File: config.mk
export PLATFORM = sky130hd
export DESIGN_NAME = differential_drive_odometry_core
export DESIGN_NICKNAME = d
export VERILOG_FILES = /design/src/design/odo_pkg.sv /design/src/design/odo_mul.sv /design/src/design/odo_div.sv /design/src/design/differential_drive_odometry_core.sv
export SDC_FILE = /design/constraint.sdc
export NUM_CORES = 2
export LEC_CHECK = 0
export ABC_CLOCK_PERIOD_IN_PS = 24400
export BUFFER_PORTS_ARGS = -buffer_cell sky130_fd_sc_hd__buf_2
export CELL_PAD_IN_SITES_DETAIL_PLACEMENT = 2
export CELL_PAD_IN_SITES_GLOBAL_PLACEMENT = 2
export CORE_UTILIZATION = 37
export CTS_CLUSTER_DIAMETER = 150
export DETAILED_ROUTE_END_ITERATION = 8
export GPL_TIMING_DRIVEN = 0
export PLACE_DENSITY = 0.85
export SYNTH_ARGS = -nofsm -noshare
export SYNTH_HDL_FRONTEND = slang
export SYNTH_SLANG_ARGS = --single-unit
File: constraint.sdc
create_clock -name clk -period 24.4 [get_ports clk]
set_input_delay 1.22 -clock clk [delete_from_list [all_inputs] [get_ports clk]]
set_output_delay 1.22 -clock clk [all_outputs]
set_load 0.02 [all_outputs]
File: src/design/odo_pkg.sv
// Shared types, constants and the CORDIC arctangent table of the odometry core.
// Used by odo_mul, odo_div and differential_drive_odometry_core; no dependencies.
package odo_pkg;

    localparam int CORDIC_STEPS = 16;
    localparam int ATAN_N = 24;
    localparam int STEP_W = $clog2(ATAN_N + 1);
    localparam int CW = 34;
    localparam logic signed [CW-1:0] CORDIC_X0 = 34'sd652032874;

    localparam int MUL_A_W = 64;
    localparam int MUL_B_W = 32;
    localparam int DIV_N_W = 56;
    localparam int DIV_D_W = 32;
    localparam int DIV_CNT_W = $clog2(DIV_N_W + 1);

    localparam int CFG_IDX_W = 8;
    localparam int CFG_DATA_W = 24;

    typedef enum logic [CFG_IDX_W-1:0] {
        REG_LEFT_MPP  = 8'd0,
        REG_RIGHT_MPP = 8'd1,
        REG_ANGLE     = 8'd2,
        REG_PEN       = 8'd3,
        REG_MIN_INT   = 8'd4
    } reg_idx_t;

    typedef enum logic [2:0] {
        S_IDLE,
        S_MUL_GO,
        S_MUL_WAIT,
        S_CORDIC,
        S_DIV_GO,
        S_DIV_WAIT,
        S_OUT
    } fsm_t;

    typedef enum logic [3:0] {
        OP_TL,
        OP_TR,
        OP_TH,
        OP_XC,
        OP_YS,
        OP_PX,
        OP_PY,
        OP_VL,
        OP_VR
    } op_t;

    typedef struct packed {
        logic               start;
        logic               neg;
        logic [MUL_A_W-1:0] a;
        logic [MUL_B_W-1:0] b;
    } mul_req_t;

    typedef struct packed {
        logic               start;
        logic               neg;
        logic [DIV_N_W-1:0] num;
        logic [DIV_D_W-1:0] den;
    } div_req_t;

    // Arctangent of 2^-i as a 32-bit binary angle.
    function automatic logic [31:0] atan_val(input logic [STEP_W-1:0] i);
        logic [31:0] v;
        case (i)
            5'd0:    v = 32'h20000000;
            5'd1:    v = 32'h12E4051E;
            5'd2:    v = 32'h09FB385B;
            5'd3:    v = 32'h051111D4;
            5'd4:    v = 32'h028B0D43;
            5'd5:    v = 32'h0145D7E1;
            5'd6:    v = 32'h00A2F61E;
            5'd7:    v = 32'h00517C55;
            5'd8:    v = 32'h0028BE53;
            5'd9:    v = 32'h00145F2F;
            5'd10:   v = 32'h000A2F98;
            5'd11:   v = 32'h000517CC;
            5'd12:   v = 32'h00028BE6;
            5'd13:   v = 32'h000145F3;
            5'd14:   v = 32'h0000A2FA;
            5'd15:   v = 32'h0000517D;
            5'd16:   v = 32'h000028BE;
            5'd17:   v = 32'h0000145F;
            5'd18:   v = 32'h00000A30;
            5'd19:   v = 32'h00000518;
            5'd20:   v = 32'h0000028C;
            5'd21:   v = 32'h00000146;
            5'd22:   v = 32'h000000A3;
            5'd23:   v = 32'h00000051;
            default: v = 32'h00000000;
        endcase
        return v;
    endfunction

endpackage

File: src/design/odo_mul.sv
// Bit-serial shift-and-add multiplier on magnitudes, one multiplier bit per cycle.
// Depends on odo_pkg for the request type and widths.
module odo_mul (
    input  logic                          clk,
    input  logic                          rst_n,
    input  odo_pkg::mul_req_t             req,
    output logic                          done,
    output logic [odo_pkg::MUL_A_W-1:0]   prod
);

    logic                          busy_reg, busy_next;
    logic                          done_reg, done_next;
    logic                          neg_reg, neg_next;
    logic [odo_pkg::MUL_A_W-1:0]   a_reg, a_next;
    logic [odo_pkg::MUL_A_W-1:0]   acc_reg, acc_next;
    logic [odo_pkg::MUL_A_W-1:0]   prod_reg, prod_next;
    logic [odo_pkg::MUL_B_W-1:0]   b_reg, b_next;

    always_comb
    begin
        busy_next = busy_reg;
        done_next = 1'b0;
        neg_next  = neg_reg;
        a_next    = a_reg;
        b_next    = b_reg;
        acc_next  = acc_reg;
        prod_next = prod_reg;
        if (req.start)
        begin
            busy_next = 1'b1;
            neg_next  = req.neg;
            a_next    = req.a;
            b_next    = req.b;
            acc_next  = '0;
        end
        else if (busy_reg)
        begin
            // The pass ends as soon as no multiplier bits are left.
            if (b_reg == '0)
            begin
                busy_next = 1'b0;
                done_next = 1'b1;
                prod_next = neg_reg ? (~acc_reg + 64'd1) : acc_reg;
            end
            else
            begin
                if (b_reg[0])
                begin
                    acc_next = acc_reg + a_reg;
                end
                a_next = {a_reg[odo_pkg::MUL_A_W-2:0], 1'b0};
                b_next = {1'b0, b_reg[odo_pkg::MUL_B_W-1:1]};
            end
        end
    end

    always_ff @(posedge clk or negedge rst_n)
    begin
        if (!rst_n)
        begin
            busy_reg <= 1'b0;
            done_reg <= 1'b0;
        end
        else
        begin
            busy_reg <= busy_next;
            done_reg <= done_next;
        end
    end

    always_ff @(posedge clk)
    begin
        neg_reg  <= neg_next;
        a_reg    <= a_next;
        b_reg    <= b_next;
        acc_reg  <= acc_next;
        prod_reg <= prod_next;
    end

    assign done = done_reg;
    assign prod = prod_reg;

endmodule

File: src/design/odo_div.sv
// Restoring divider, one quotient bit per cycle, with signed 32-bit saturation.
// Depends on odo_pkg for the request type and widths.
module odo_div (
    input  logic              clk,
    input  logic              rst_n,
    input  odo_pkg::div_req_t req,
    output logic              done,
    output logic [31:0]       quot
);

    logic                            busy_reg, busy_next;
    logic                            done_reg, done_next;
    logic                            neg_reg, neg_next;
    logic [odo_pkg::DIV_CNT_W-1:0]   cnt_reg, cnt_next;
    logic [odo_pkg::DIV_D_W-1:0]     rem_reg, rem_next;
    logic [odo_pkg::DIV_D_W-1:0]     den_reg, den_next;
    logic [odo_pkg::DIV_N_W-1:0]     quo_reg, quo_next;
    logic [31:0]                     res_reg, res_next;
    logic [odo_pkg::DIV_D_W:0]       shifted;
    logic [odo_pkg::DIV_D_W:0]       diff;
    logic                            ge;
    logic                            too_big;

    assign shifted = {rem_reg, quo_reg[odo_pkg::DIV_N_W-1]};
    assign ge      = shifted >= {1'b0, den_reg};
    assign diff    = shifted - {1'b0, den_reg};
    // Negative results may reach -2^31; positive ones stop at 2^31 - 1.
    assign too_big = neg_reg ? ((|quo_reg[odo_pkg::DIV_N_W-1:32]) ||
                                (quo_reg[31] && (|quo_reg[30:0])))
                             : (|quo_reg[odo_pkg::DIV_N_W-1:31]);

    always_comb
    begin
        busy_next = busy_reg;
        done_next = 1'b0;
        neg_next  = neg_reg;
        cnt_next  = cnt_reg;
        rem_next  = rem_reg;
        den_next  = den_reg;
        quo_next  = quo_reg;
        res_next  = res_reg;
        if (req.start)
        begin
            busy_next = 1'b1;
            neg_next  = req.neg;
            cnt_next  = odo_pkg::DIV_CNT_W'(odo_pkg::DIV_N_W);
            rem_next  = '0;
            den_next  = req.den;
            quo_next  = req.num;
        end
        else if (busy_reg)
        begin
            if (cnt_reg == '0)
            begin
                busy_next = 1'b0;
                done_next = 1'b1;
                if (too_big)
                begin
                    res_next = neg_reg ? 32'h80000000 : 32'h7FFFFFFF;
                end
                else
                begin
                    res_next = neg_reg ? (~quo_reg[31:0] + 32'd1) : quo_reg[31:0];
                end
            end
            else
            begin
                rem_next = ge ? diff[odo_pkg::DIV_D_W-1:0] : shifted[odo_pkg::DIV_D_W-1:0];
                quo_next = {quo_reg[odo_pkg::DIV_N_W-2:0], ge};
                cnt_next = cnt_reg - 1'b1;
            end
        end
    end

    always_ff @(posedge clk or negedge rst_n)
    begin
        if (!rst_n)
        begin
            busy_reg <= 1'b0;
            done_reg <= 1'b0;
            cnt_reg  <= '0;
        end
        else
        begin
            busy_reg <= busy_next;
            done_reg <= done_next;
            cnt_reg  <= cnt_next;
        end
    end

    always_ff @(posedge clk)
    begin
        neg_reg <= neg_next;
        rem_reg <= rem_next;
        den_reg <= den_next;
        quo_reg <= quo_next;
        res_reg <= res_next;
    end

    assign done = done_reg;
    assign quot = res_reg;

endmodule

File: src/design/differential_drive_odometry_core.sv
// Top level of the differential-drive wheel odometry core: sequencer, pose state,
// CORDIC and output register. Depends on odo_pkg, odo_mul and odo_div.
//
//  Channel  Handshake                Payload
//  -------  -----------------------  ---------------------------------------------
//  in       in_valid / in_stall      total_left, total_right, time_ms
//  out      out_valid / out_stall    updated, pos_x, pos_y, heading, pen_x, pen_y,
//                                    speed_left, speed_right
//  cfg      cfg_valid / cfg_ready    cfg_index, cfg_data
//
// One item is worked on at a time. A baseline item or one that comes before the
// minimum interval goes from S_IDLE straight to S_OUT and then into the output register.
// An item that updates the pose takes three multiplier passes for the wheel travel
// and heading, the CORDIC rotation, four passes for position and pen point, then a
// multiplier pass and a divider pass for each wheel speed: nine bit-serial
// multiplier passes and two divider passes, before the output register is loaded.
// Reset clears the pose, the baseline flag and the handshakes and loads the
// register defaults. A stalled result waits in the output register while the
// next item may already be accepted and worked on.
module differential_drive_odometry_core (
    input  logic                             clk,
    input  logic                             rst_n,
    input  logic                             in_valid,
    output logic                             in_stall,
    input  logic signed [31:0]               total_left,
    input  logic signed [31:0]               total_right,
    input  logic [31:0]                      time_ms,
    output logic                             out_valid,
    input  logic                             out_stall,
    output logic                             updated,
    output logic signed [31:0]               pos_x,
    output logic signed [31:0]               pos_y,
    output logic [15:0]                      heading,
    output logic signed [31:0]               pen_x,
    output logic signed [31:0]               pen_y,
    output logic signed [31:0]               speed_left,
    output logic signed [31:0]               speed_right,
    input  logic                             cfg_valid,
    output logic                             cfg_ready,
    input  logic [odo_pkg::CFG_IDX_W-1:0]    cfg_index,
    input  logic [odo_pkg::CFG_DATA_W-1:0]   cfg_data
);

    // Configuration registers.
    logic [23:0]        lmpp_reg;
    logic [23:0]        rmpp_reg;
    logic [23:0]        apm_reg;
    logic [20:0]        pen_reg;
    logic [15:0]        minint_reg;

    // Sequencer.
    odo_pkg::fsm_t      state_reg, state_next;
    odo_pkg::op_t       op_reg, op_next;

    // Odometry state kept between items.
    logic               started_reg, started_next;
    logic [31:0]        last_time_reg, last_time_next;
    logic [31:0]        last_left_reg, last_left_next;
    logic [31:0]        last_right_reg, last_right_next;
    logic [31:0]        x_acc_reg, x_acc_next;
    logic [31:0]        y_acc_reg, y_acc_next;
    logic [15:0]        theta_reg, theta_next;

    // Working values of one item.
    logic               upd_reg, upd_next;
    logic [31:0]        dlt_l_reg, dlt_l_next;
    logic [31:0]        dlt_r_reg, dlt_r_next;
    logic [31:0]        elapsed_reg, elapsed_next;
    logic [47:0]        dl_reg, dl_next;
    logic [47:0]        dr_reg, dr_next;
    logic signed [odo_pkg::CW-1:0] cx_reg, cx_next;
    logic signed [odo_pkg::CW-1:0] cy_reg, cy_next;
    logic signed [odo_pkg::CW-1:0] cz_reg, cz_next;
    logic signed [odo_pkg::CW-1:0] cs_reg, cs_next;
    logic signed [odo_pkg::CW-1:0] sn_reg, sn_next;
    logic [odo_pkg::STEP_W-1:0]    cnt_reg, cnt_next;
    logic               flip_reg, flip_next;
    logic [31:0]        penx_reg, penx_next;
    logic [31:0]        peny_reg, peny_next;
    logic [31:0]        spdl_reg, spdl_next;
    logic [31:0]        spdr_reg, spdr_next;

    // Output register.
    logic               out_valid_reg, out_valid_next;
    logic               updated_reg, updated_next;
    logic [31:0]        pos_x_reg, pos_x_next;
    logic [31:0]        pos_y_reg, pos_y_next;
    logic [15:0]        heading_reg, heading_next;
    logic [31:0]        pen_x_reg, pen_x_next;
    logic [31:0]        pen_y_reg, pen_y_next;
    logic [31:0]        spd_l_reg, spd_l_next;
    logic [31:0]        spd_r_reg, spd_r_next;

    // Shared arithmetic units.
    odo_pkg::mul_req_t  mul_req;
    logic               mul_done;
    logic [63:0]        mul_prod;
    odo_pkg::div_req_t  div_req;
    logic               div_done;
    logic [31:0]        div_quot;

    logic               in_take;
    logic               out_load;
    logic [31:0]        elapsed_now;
    logic [31:0]        min_eff;
    logic               too_soon;
    logic [48:0]        diff_w;
    logic [48:0]        sum_w;
    logic [47:0]        ctr_w;
    logic [63:0]        opa;
    logic [odo_pkg::CW-1:0] opb;
    logic [63:0]        mag_a;
    logic [odo_pkg::CW-1:0] mag_b;
    logic [63:0]        rnd_c;
    logic [63:0]        rnd;
    logic [15:0]        th_new;
    logic [31:0]        ang;
    logic signed [odo_pkg::CW-1:0] dx;
    logic signed [odo_pkg::CW-1:0] dy;
    logic [odo_pkg::CW-1:0] atan_w;
    logic               cordic_end;

    odo_mul u_mul (
        .clk   (clk),
        .rst_n (rst_n),
        .req   (mul_req),
        .done  (mul_done),
        .prod  (mul_prod)
    );

    odo_div u_div (
        .clk   (clk),
        .rst_n (rst_n),
        .req   (div_req),
        .done  (div_done),
        .quot  (div_quot)
    );

    // Configuration writes are always taken; the user must send them to an idle block.
    assign cfg_ready = 1'b1;

    always_ff @(posedge clk or negedge rst_n)
    begin
        if (!rst_n)
        begin
            lmpp_reg   <= 24'd65536;
            rmpp_reg   <= 24'd65536;
            apm_reg    <= 24'd65536;
            pen_reg    <= 21'd0;
            minint_reg <= 16'd50;
        end
        else if (cfg_valid)
        begin
            case (cfg_index)
                odo_pkg::REG_LEFT_MPP:  lmpp_reg   <= cfg_data[23:0];
                odo_pkg::REG_RIGHT_MPP: rmpp_reg   <= cfg_data[23:0];
                odo_pkg::REG_ANGLE:     apm_reg    <= cfg_data[23:0];
                odo_pkg::REG_PEN:       pen_reg    <= cfg_data[20:0];
                odo_pkg::REG_MIN_INT:   minint_reg <= cfg_data[15:0];
                default:                ;
            endcase
        end
    end

    // Elapsed time wraps with the millisecond counter; an interval of zero acts as one.
    assign elapsed_now = time_ms - last_time_reg;
    assign min_eff     = (minint_reg == 16'd0) ? 32'd1 : {16'd0, minint_reg};
    assign too_soon    = elapsed_now < min_eff;

    assign in_take    = in_valid && !in_stall;
    assign out_load   = (state_reg == odo_pkg::S_OUT) && (!out_valid_reg || !out_stall);
    assign cordic_end = cnt_reg == odo_pkg::STEP_W'(odo_pkg::CORDIC_STEPS);

    // Next state of the sequencer.
    always_comb
    begin
        state_next = state_reg;
        op_next    = op_reg;
        case (state_reg)
            odo_pkg::S_IDLE:
            begin
                if (in_valid)
                begin
                    if (!started_reg || too_soon)
                    begin
                        state_next = odo_pkg::S_OUT;
                    end
                    else
                    begin
                        state_next = odo_pkg::S_MUL_GO;
                        op_next    = odo_pkg::OP_TL;
                    end
                end
            end
            odo_pkg::S_MUL_GO:
            begin
                state_next = odo_pkg::S_MUL_WAIT;
            end
            odo_pkg::S_MUL_WAIT:
            begin
                if (mul_done)
                begin
                    state_next = odo_pkg::S_MUL_GO;
                    case (op_reg)
                        odo_pkg::OP_TL: op_next = odo_pkg::OP_TR;
                        odo_pkg::OP_TR: op_next = odo_pkg::OP_TH;
                        odo_pkg::OP_TH: state_next = odo_pkg::S_CORDIC;
                        odo_pkg::OP_XC: op_next = odo_pkg::OP_YS;
                        odo_pkg::OP_YS: op_next = odo_pkg::OP_PX;
                        odo_pkg::OP_PX: op_next = odo_pkg::OP_PY;
                        odo_pkg::OP_PY: op_next = odo_pkg::OP_VL;
                        default:        state_next = odo_pkg::S_DIV_GO;
                    endcase
                end
            end
            odo_pkg::S_CORDIC:
            begin
                if (cordic_end)
                begin
                    state_next = odo_pkg::S_MUL_GO;
                    op_next    = odo_pkg::OP_XC;
                end
            end
            odo_pkg::S_DIV_GO:
            begin
                state_next = odo_pkg::S_DIV_WAIT;
            end
            odo_pkg::S_DIV_WAIT:
            begin
                if (div_done)
                begin
                    if (op_reg == odo_pkg::OP_VL)
                    begin
                        state_next = odo_pkg::S_MUL_GO;
                        op_next    = odo_pkg::OP_VR;
                    end
                    else
                    begin
                        state_next = odo_pkg::S_OUT;
                    end
                end
            end
            odo_pkg::S_OUT:
            begin
                if (out_load)
                begin
                    state_next = odo_pkg::S_IDLE;
                end
            end
            default:
            begin
                state_next = odo_pkg::S_IDLE;
            end
        endcase
    end

    // Sequencer outputs: input handshake.
    always_comb
    begin
        in_stall = (state_reg != odo_pkg::S_IDLE);
    end

    // Operand selection for the multiplier. Operands go in as magnitudes, the
    // product sign is restored inside the unit, except for the speed products.
    assign diff_w = {dr_reg[47], dr_reg} - {dl_reg[47], dl_reg};
    assign sum_w  = {dl_reg[47], dl_reg} + {dr_reg[47], dr_reg};
    assign ctr_w  = sum_w[48:1];

    always_comb
    begin
        case (op_reg)
            odo_pkg::OP_TL:
            begin
                opa = {{32{dlt_l_reg[31]}}, dlt_l_reg};
                opb = {10'd0, lmpp_reg};
            end
            odo_pkg::OP_TR:
            begin
                opa = {{32{dlt_r_reg[31]}}, dlt_r_reg};
                opb = {10'd0, rmpp_reg};
            end
            odo_pkg::OP_TH:
            begin
                opa = {{15{diff_w[48]}}, diff_w};
                opb = {10'd0, apm_reg};
            end
            odo_pkg::OP_XC:
            begin
                opa = {{16{ctr_w[47]}}, ctr_w};
                opb = cs_reg;
            end
            odo_pkg::OP_YS:
            begin
                opa = {{16{ctr_w[47]}}, ctr_w};
                opb = sn_reg;
            end
            odo_pkg::OP_PX:
            begin
                opa = {{43{pen_reg[20]}}, pen_reg};
                opb = cs_reg;
            end
            odo_pkg::OP_PY:
            begin
                opa = {{43{pen_reg[20]}}, pen_reg};
                opb = sn_reg;
            end
            odo_pkg::OP_VL:
            begin
                opa = {{16{dl_reg[47]}}, dl_reg};
                opb = 34'd100;
            end
            default:
            begin
                opa = {{16{dr_reg[47]}}, dr_reg};
                opb = 34'd100;
            end
        endcase
    end

    assign mag_a = opa[63] ? (~opa + 64'd1) : opa;
    assign mag_b = opb[odo_pkg::CW-1] ? (~opb + 34'd1) : opb;

    // The speed products stay magnitudes; the divider applies their sign.
    always_comb
    begin
        mul_req.start = (state_reg == odo_pkg::S_MUL_GO);
        mul_req.neg   = ((op_reg == odo_pkg::OP_VL) || (op_reg == odo_pkg::OP_VR)) ? 1'b0 :
                        (opa[63] ^ opb[odo_pkg::CW-1]);
        mul_req.a     = mag_a;
        mul_req.b     = mag_b[31:0];
    end

    // The speed dividend is the magnitude of travel times 100 left by the multiplier.
    always_comb
    begin
        div_req.start = (state_reg == odo_pkg::S_DIV_GO);
        div_req.neg   = (op_reg == odo_pkg::OP_VL) ? dl_reg[47] : dr_reg[47];
        div_req.num   = mul_prod[odo_pkg::DIV_N_W-1:0];
        div_req.den   = elapsed_reg;
    end

    // Rounding constant: half of the scale that the product is taken down by.
    always_comb
    begin
        case (op_reg)
            odo_pkg::OP_TL: rnd_c = 64'h80;
            odo_pkg::OP_TR: rnd_c = 64'h80;
            odo_pkg::OP_TH: rnd_c = 64'h800000;
            default:        rnd_c = 64'h20000000;
        endcase
    end

    assign rnd    = mul_prod + rnd_c;
    assign th_new = theta_reg + rnd[39:24];
    // Fold the angle into the right half-plane; a folded result is negated afterwards.
    assign ang    = {th_new[14], th_new[14:0], 16'd0};

    assign dx     = cy_reg >>> cnt_reg;
    assign dy     = cx_reg >>> cnt_reg;
    assign atan_w = {2'b00, odo_pkg::atan_val(cnt_reg)};

    // Datapath next values.
    always_comb
    begin
        started_next    = started_reg;
        last_time_next  = last_time_reg;
        last_left_next  = last_left_reg;
        last_right_next = last_right_reg;
        x_acc_next      = x_acc_reg;
        y_acc_next      = y_acc_reg;
        theta_next      = theta_reg;
        upd_next        = upd_reg;
        dlt_l_next      = dlt_l_reg;
        dlt_r_next      = dlt_r_reg;
        elapsed_next    = elapsed_reg;
        dl_next         = dl_reg;
        dr_next         = dr_reg;
        cx_next         = cx_reg;
        cy_next         = cy_reg;
        cz_next         = cz_reg;
        cs_next         = cs_reg;
        sn_next         = sn_reg;
        cnt_next        = cnt_reg;
        flip_next       = flip_reg;
        penx_next       = penx_reg;
        peny_next       = peny_reg;
        spdl_next       = spdl_reg;
        spdr_next       = spdr_reg;

        if (in_take)
        begin
            upd_next = 1'b0;
            if (!started_reg)
            begin
                // The first item only records the baseline.
                started_next    = 1'b1;
                last_time_next  = time_ms;
                last_left_next  = total_left;
                last_right_next = total_right;
            end
            else if (!too_soon)
            begin
                upd_next        = 1'b1;
                dlt_l_next      = total_left - last_left_reg;
                dlt_r_next      = total_right - last_right_reg;
                elapsed_next    = elapsed_now;
                last_time_next  = time_ms;
                last_left_next  = total_left;
                last_right_next = total_right;
            end
        end

        if ((state_reg == odo_pkg::S_MUL_WAIT) && mul_done)
        begin
            case (op_reg)
                odo_pkg::OP_TL: dl_next = rnd[55:8];
                odo_pkg::OP_TR: dr_next = rnd[55:8];
                odo_pkg::OP_TH:
                begin
                    theta_next = th_new;
                    flip_next  = th_new[15] ^ th_new[14];
                    cx_next    = odo_pkg::CORDIC_X0;
                    cy_next    = '0;
                    cz_next    = {{2{ang[31]}}, ang};
                    cnt_next   = '0;
                end
                odo_pkg::OP_XC: x_acc_next = x_acc_reg + rnd[61:30];
                odo_pkg::OP_YS: y_acc_next = y_acc_reg + rnd[61:30];
                odo_pkg::OP_PX: penx_next  = x_acc_reg + rnd[61:30];
                odo_pkg::OP_PY: peny_next  = y_acc_reg + rnd[61:30];
                default:        ;
            endcase
        end

        if (state_reg == odo_pkg::S_CORDIC)
        begin
            if (cordic_end)
            begin
                cs_next = flip_reg ? -cx_reg : cx_reg;
                sn_next = flip_reg ? -cy_reg : cy_reg;
            end
            else
            begin
                // One rotation step: turn toward a residual angle of zero.
                if (!cz_reg[odo_pkg::CW-1])
                begin
                    cx_next = cx_reg - dx;
                    cy_next = cy_reg + dy;
                    cz_next = cz_reg - $signed(atan_w);
                end
                else
                begin
                    cx_next = cx_reg + dx;
                    cy_next = cy_reg - dy;
                    cz_next = cz_reg + $signed(atan_w);
                end
                cnt_next = cnt_reg + 1'b1;
            end
        end

        if ((state_reg == odo_pkg::S_DIV_WAIT) && div_done)
        begin
            if (op_reg == odo_pkg::OP_VL)
            begin
                spdl_next = div_quot;
            end
            else
            begin
                spdr_next = div_quot;
            end
        end
    end

    // Output register: fields are zero when the item made no new pose.
    always_comb
    begin
        out_valid_next = out_valid_reg && out_stall;
        updated_next   = updated_reg;
        pos_x_next     = pos_x_reg;
        pos_y_next     = pos_y_reg;
        heading_next   = heading_reg;
        pen_x_next     = pen_x_reg;
        pen_y_next     = pen_y_reg;
        spd_l_next     = spd_l_reg;
        spd_r_next     = spd_r_reg;
        if (out_load)
        begin
            out_valid_next = 1'b1;
            updated_next   = upd_reg;
            pos_x_next     = upd_reg ? x_acc_reg : 32'd0;
            pos_y_next     = upd_reg ? y_acc_reg : 32'd0;
            heading_next   = upd_reg ? theta_reg : 16'd0;
            pen_x_next     = upd_reg ? penx_reg : 32'd0;
            pen_y_next     = upd_reg ? peny_reg : 32'd0;
            spd_l_next     = upd_reg ? spdl_reg : 32'd0;
            spd_r_next     = upd_reg ? spdr_reg : 32'd0;
        end
    end

    always_ff @(posedge clk or negedge rst_n)
    begin
        if (!rst_n)
        begin
            state_reg      <= odo_pkg::S_IDLE;
            op_reg         <= odo_pkg::OP_TL;
            started_reg    <= 1'b0;
            last_time_reg  <= '0;
            last_left_reg  <= '0;
            last_right_reg <= '0;
            x_acc_reg      <= '0;
            y_acc_reg      <= '0;
            theta_reg      <= '0;
            upd_reg        <= 1'b0;
            cnt_reg        <= '0;
            out_valid_reg  <= 1'b0;
        end
        else
        begin
            state_reg      <= state_next;
            op_reg         <= op_next;
            started_reg    <= started_next;
            last_time_reg  <= last_time_next;
            last_left_reg  <= last_left_next;
            last_right_reg <= last_right_next;
            x_acc_reg      <= x_acc_next;
            y_acc_reg      <= y_acc_next;
            theta_reg      <= theta_next;
            upd_reg        <= upd_next;
            cnt_reg        <= cnt_next;
            out_valid_reg  <= out_valid_next;
        end
    end

    always_ff @(posedge clk)
    begin
        dlt_l_reg   <= dlt_l_next;
        dlt_r_reg   <= dlt_r_next;
        elapsed_reg <= elapsed_next;
        dl_reg      <= dl_next;
        dr_reg      <= dr_next;
        cx_reg      <= cx_next;
        cy_reg      <= cy_next;
        cz_reg      <= cz_next;
        cs_reg      <= cs_next;
        sn_reg      <= sn_next;
        flip_reg    <= flip_next;
        penx_reg    <= penx_next;
        peny_reg    <= peny_next;
        spdl_reg    <= spdl_next;
        spdr_reg    <= spdr_next;
        updated_reg <= updated_next;
        pos_x_reg   <= pos_x_next;
        pos_y_reg   <= pos_y_next;
        heading_reg <= heading_next;
        pen_x_reg   <= pen_x_next;
        pen_y_reg   <= pen_y_next;
        spd_l_reg   <= spd_l_next;
        spd_r_reg   <= spd_r_next;
    end

    assign out_valid   = out_valid_reg;
    assign updated     = updated_reg;
    assign pos_x       = pos_x_reg;
    assign pos_y       = pos_y_reg;
    assign heading     = heading_reg;
    assign pen_x       = pen_x_reg;
    assign pen_y       = pen_y_reg;
    assign speed_left  = spd_l_reg;
    assign speed_right = spd_r_reg;

`ifndef NO_ASSERTIONS
    a_no_pose_zero: assert property (@(posedge clk) disable iff (!rst_n)
        (out_valid && !updated) |-> (pos_x == 32'd0 && heading == 16'd0 &&
                                     speed_left == 32'd0 && pen_y == 32'd0))
        else $error("result without a pose carries nonzero fields");

    a_pose_after_base: assert property (@(posedge clk) disable iff (!rst_n)
        (out_valid && updated) |-> started_reg)
        else $error("pose reported before a baseline was taken");

    a_take_then_busy: assert property (@(posedge clk) disable iff (!rst_n)
        (in_valid && !in_stall) |=> in_stall)
        else $error("second item accepted while one is in work");

    a_mul_done_waited: assert property (@(posedge clk) disable iff (!rst_n)
        mul_done |-> (state_reg == odo_pkg::S_MUL_WAIT))
        else $error("multiplier finished while the sequencer was not waiting");

    a_cordic_bound: assert property (@(posedge clk) disable iff (!rst_n)
        (state_reg == odo_pkg::S_CORDIC) |->
            (cnt_reg <= odo_pkg::STEP_W'(odo_pkg::CORDIC_STEPS)))
        else $error("CORDIC step counter ran past its last step");
`endif

endmodule
==> impl_metrics.json <==
{
  "syn_avg_cell_area_um2": 9.87,
  "cpPeakStageDelay_ns": 1.04,
  "wl_mm": 421,
  "cap_violations": 3,
  "max_clock_freq_mhz": 70.2,
  "drtIter0Drc": 7069,
  "p_sw_frac": 0.487,
  "worst_slew_pin_slew_ns": 1.67,
  "drive_above_1_share": 0.126,
  "grt_max_degree": 105,
  "finalCritPeriodShare": 0.583,
  "p_comb_frac": 0.582,
  "ir_drop_mv": 0.112,
  "ff2ff_path_depth": 34,
  "busiest_layer": "met2",
  "slowest_stage": "clkbuf_1",
  "grt-ovfl-total": 0,
  "crit_required_ns": 25.17,
  "clkPwrFrac": 0.185,
  "vias": 78900,
  "antenna_found_initial": 51,
  "netlist_instances": 8859,
  "seq_power_share": 0.233,
  "cellPowerDensity_nw_per_um2": 148,
  "cts_tree": "done",
  "p_total_w": 0.0148,
  "grt_use_total": 0.343,
  "internal_power_w": 0.00759,
  "finalCriticalPeriod_ns": 14.24,
  "setup_viol": 0,
  "drc": 0,
  "synth_edf_count": 874,
  "violations": "capacitance limit, slew limit",
  "viasPerCell": 6.19,
  "holdWs_ns": 0.142,
  "portBuffers": 343,
  "critical_path_arrival_ns": 15.01,
  "cp_common_cell": "o21ai_0",
  "start_util": 0.372,
  "cp-start-kind": "flip-flop",
  "multi_input_area_um2": 46400,
  "area_delta_synth_final_pct": 14.4,
  "cts_buffer_depth": 3,
  "nets": 10100,
  "register_area_um2": 37900,
  "yosysTopAreaCell": "edfxtp_1",
  "wire_per_inst_um": 33.0,
  "synth-async-reset-ratio": 0.225,
  "cts_resized": 0,
  "syn_nets": 9502,
  "critPathMaxFanout": 10,
  "dieHeight_um": 488,
  "final_util": 0.426,
  "place_hpwl_mm": 307,
  "place_congestion": 0.987,
  "tns_ns": 0,
  "synth_top_area_frac": 0.300,
  "power.switching_w": 0.00719,
  "yosys_register_bits": 1380,
  "yosys-top-cells-area": "edfxtp_1, dfrtp_1, ha_1, xnor2_1, dfxtp_1",
  "cts-root-buf": "clkbuf_16",
  "postCtsSetupRepairBufs": 0,
  "synth_commonest_cells": "nand2_1, edfxtp_1, a21oi_1, o21ai_0, nor2_1",
  "ys_types": 112,
  "clk_latency_ns": 0.93,
  "grt_use_met3": 0.0602,
  "skew_ns": 0.0694,
  "status": "finished with violations",
  "crit_type": "flip-flop to flip-flop",
  "synth_warnings": 0,
  "grt_setup_unrepaired": "false",
  "holdCritPathClass": "primary input to async pin",
  "synthFlopType": "edfxtp_1",
  "hold_viol": 0,
  "grt_pass1_wl_mm": 605,
  "htreeDepth": 4,
  "slew_violations": 19,
  "use_met2": 0.583,
  "dieArea_um2": 238000,
  "die_x_um": 488,
  "cts_buffers": 166,
  "fillers": 24900,
  "ctsHoldBuffers": 0,
  "yosysMostFrequentCell": "nand2_1",
  "ios": 345,
  "power_leakage_nw": 40.3,
  "syn_area_um2": 87500,
  "slew_headroom": -0.113,
  "grtUsageMet1": 0.403,
  "numClockSinks": 1380,
  "ant_nets": 0,
  "core_um2": 235000,
  "endpoint_kind": "flip-flop",
  "rows": 178,
  "path_clk_slew_ns": 0.08,
  "grt_pass1_vias": 85400,
  "drtPass1Iterations": 9,
  "synth_seq_area_share": 0.434
}
==> metal layers <==
metal  vias up  wire length, um
met3      1138            29000
met5         -               71
li1      33400                -
met2      3523           203000
met4        12            27100
met1     40900           162000
==> worst paths after layout <==
kind	slack [ns]	from	to
worst max-delay path	10.16	op_reg[0]$_DFFE_PN0P_	x_acc_reg[31]$_DFFE_PN0P_
worst min-delay path	0.14	rst_n	last_time_reg[23]$_DFFE_PN0P_
worst max register to register	10.16	op_reg[0]$_DFFE_PN0P_	x_acc_reg[31]$_DFFE_PN0P_
worst min register to register	0.43	elapsed_reg[16]$_DFFE_PP_	u_div.den_reg[16]$_DFFE_PP_
max in group asynchronous	22.86	rst_n	x_acc_reg[29]$_DFFE_PN0P_
min in group clk	0.43	elapsed_reg[16]$_DFFE_PP_	u_div.den_reg[16]$_DFFE_PP_
==> area by class of cell <==
class | instances | share of cell area
Multi-Input combinational cell | 6623 | 0.463
Sequential cell | 1380 | 0.379
Clock buffer | 210 | 0.0441
Tap cell | 3150 | 0.0394
Timing Repair Buffer | 394 | 0.0257
Buffer | 444 | 0.0183
Inverter | 412 | 0.0154
Clock inverter | 103 | 0.0141
Antenna cell | 32 | 0.000800
==> power by group through the flow <==
| stage | logic, W | clock network, W | registers, W |
|---|---|---|---|
| after global placement | 0.00766 | 0 | 0.00343 |
| after detailed placement | 0.00818 | 0 | 0.00345 |
| after floorplan | 0.00550 | 0 | 0.00327 |
| after global routing | 0.00909 | 0.00282 | 0.00346 |
| final | 0.00860 | 0.00274 | 0.00344 |
| after CTS | 0.00840 | 0.00275 | 0.00342 |
==> cells in the final DEF, fill, tap and decap left out, types with 202 or more instances in the layout <==
cell,synthesis,routed
edfxtp_1,874,874
ha_1,497,497
clkbuf_1,327,360
buf_2,37,382
mux2_2,263,263
inv_1,407,406
xnor2_1,507,499
nand3_1,202,202
a21oi_1,636,635
nand2_1,918,917
and2_1,269,269
nor2_1,545,537
dfrtp_1,304,304
o21ai_0,577,577
==> per-stage QoR <==
stage	std cells	area [um2]	setup WS (ns)
after floorplan	8859	87500	12.53
after global placement	12400	93100	8.24
after detailed placement	12400	94200	11.36
after CTS	12700	100000	10.81
after global routing	12700	100000	10.33
final	12700	100000	10.16
==> cell families after synthesis <==
| logic type | share of synthesized area |
|---|---|
| adders and majority gates | 0.0741 |
| other | 0.0000429 |
| DFF | 0.434 |
| xor gates and xnor gates | 0.0700 |
| AOI/OAI and AO/OA | 0.165 |
| muxes | 0.0736 |
| and+or+nand+nor | 0.145 |
| buffers and inverters | 0.0386 |
==> critical path: cells and delay by family, from the launching register on <==
kind            cells  cell delay, ns
fa+ha+maj           2            0.80
xor+xnor            1            0.85
buf+inv             8            4.95
simple gates        8            2.69
compound gates     15            4.34
flops               1            0.41
Power figures use the tool's default switching activity.
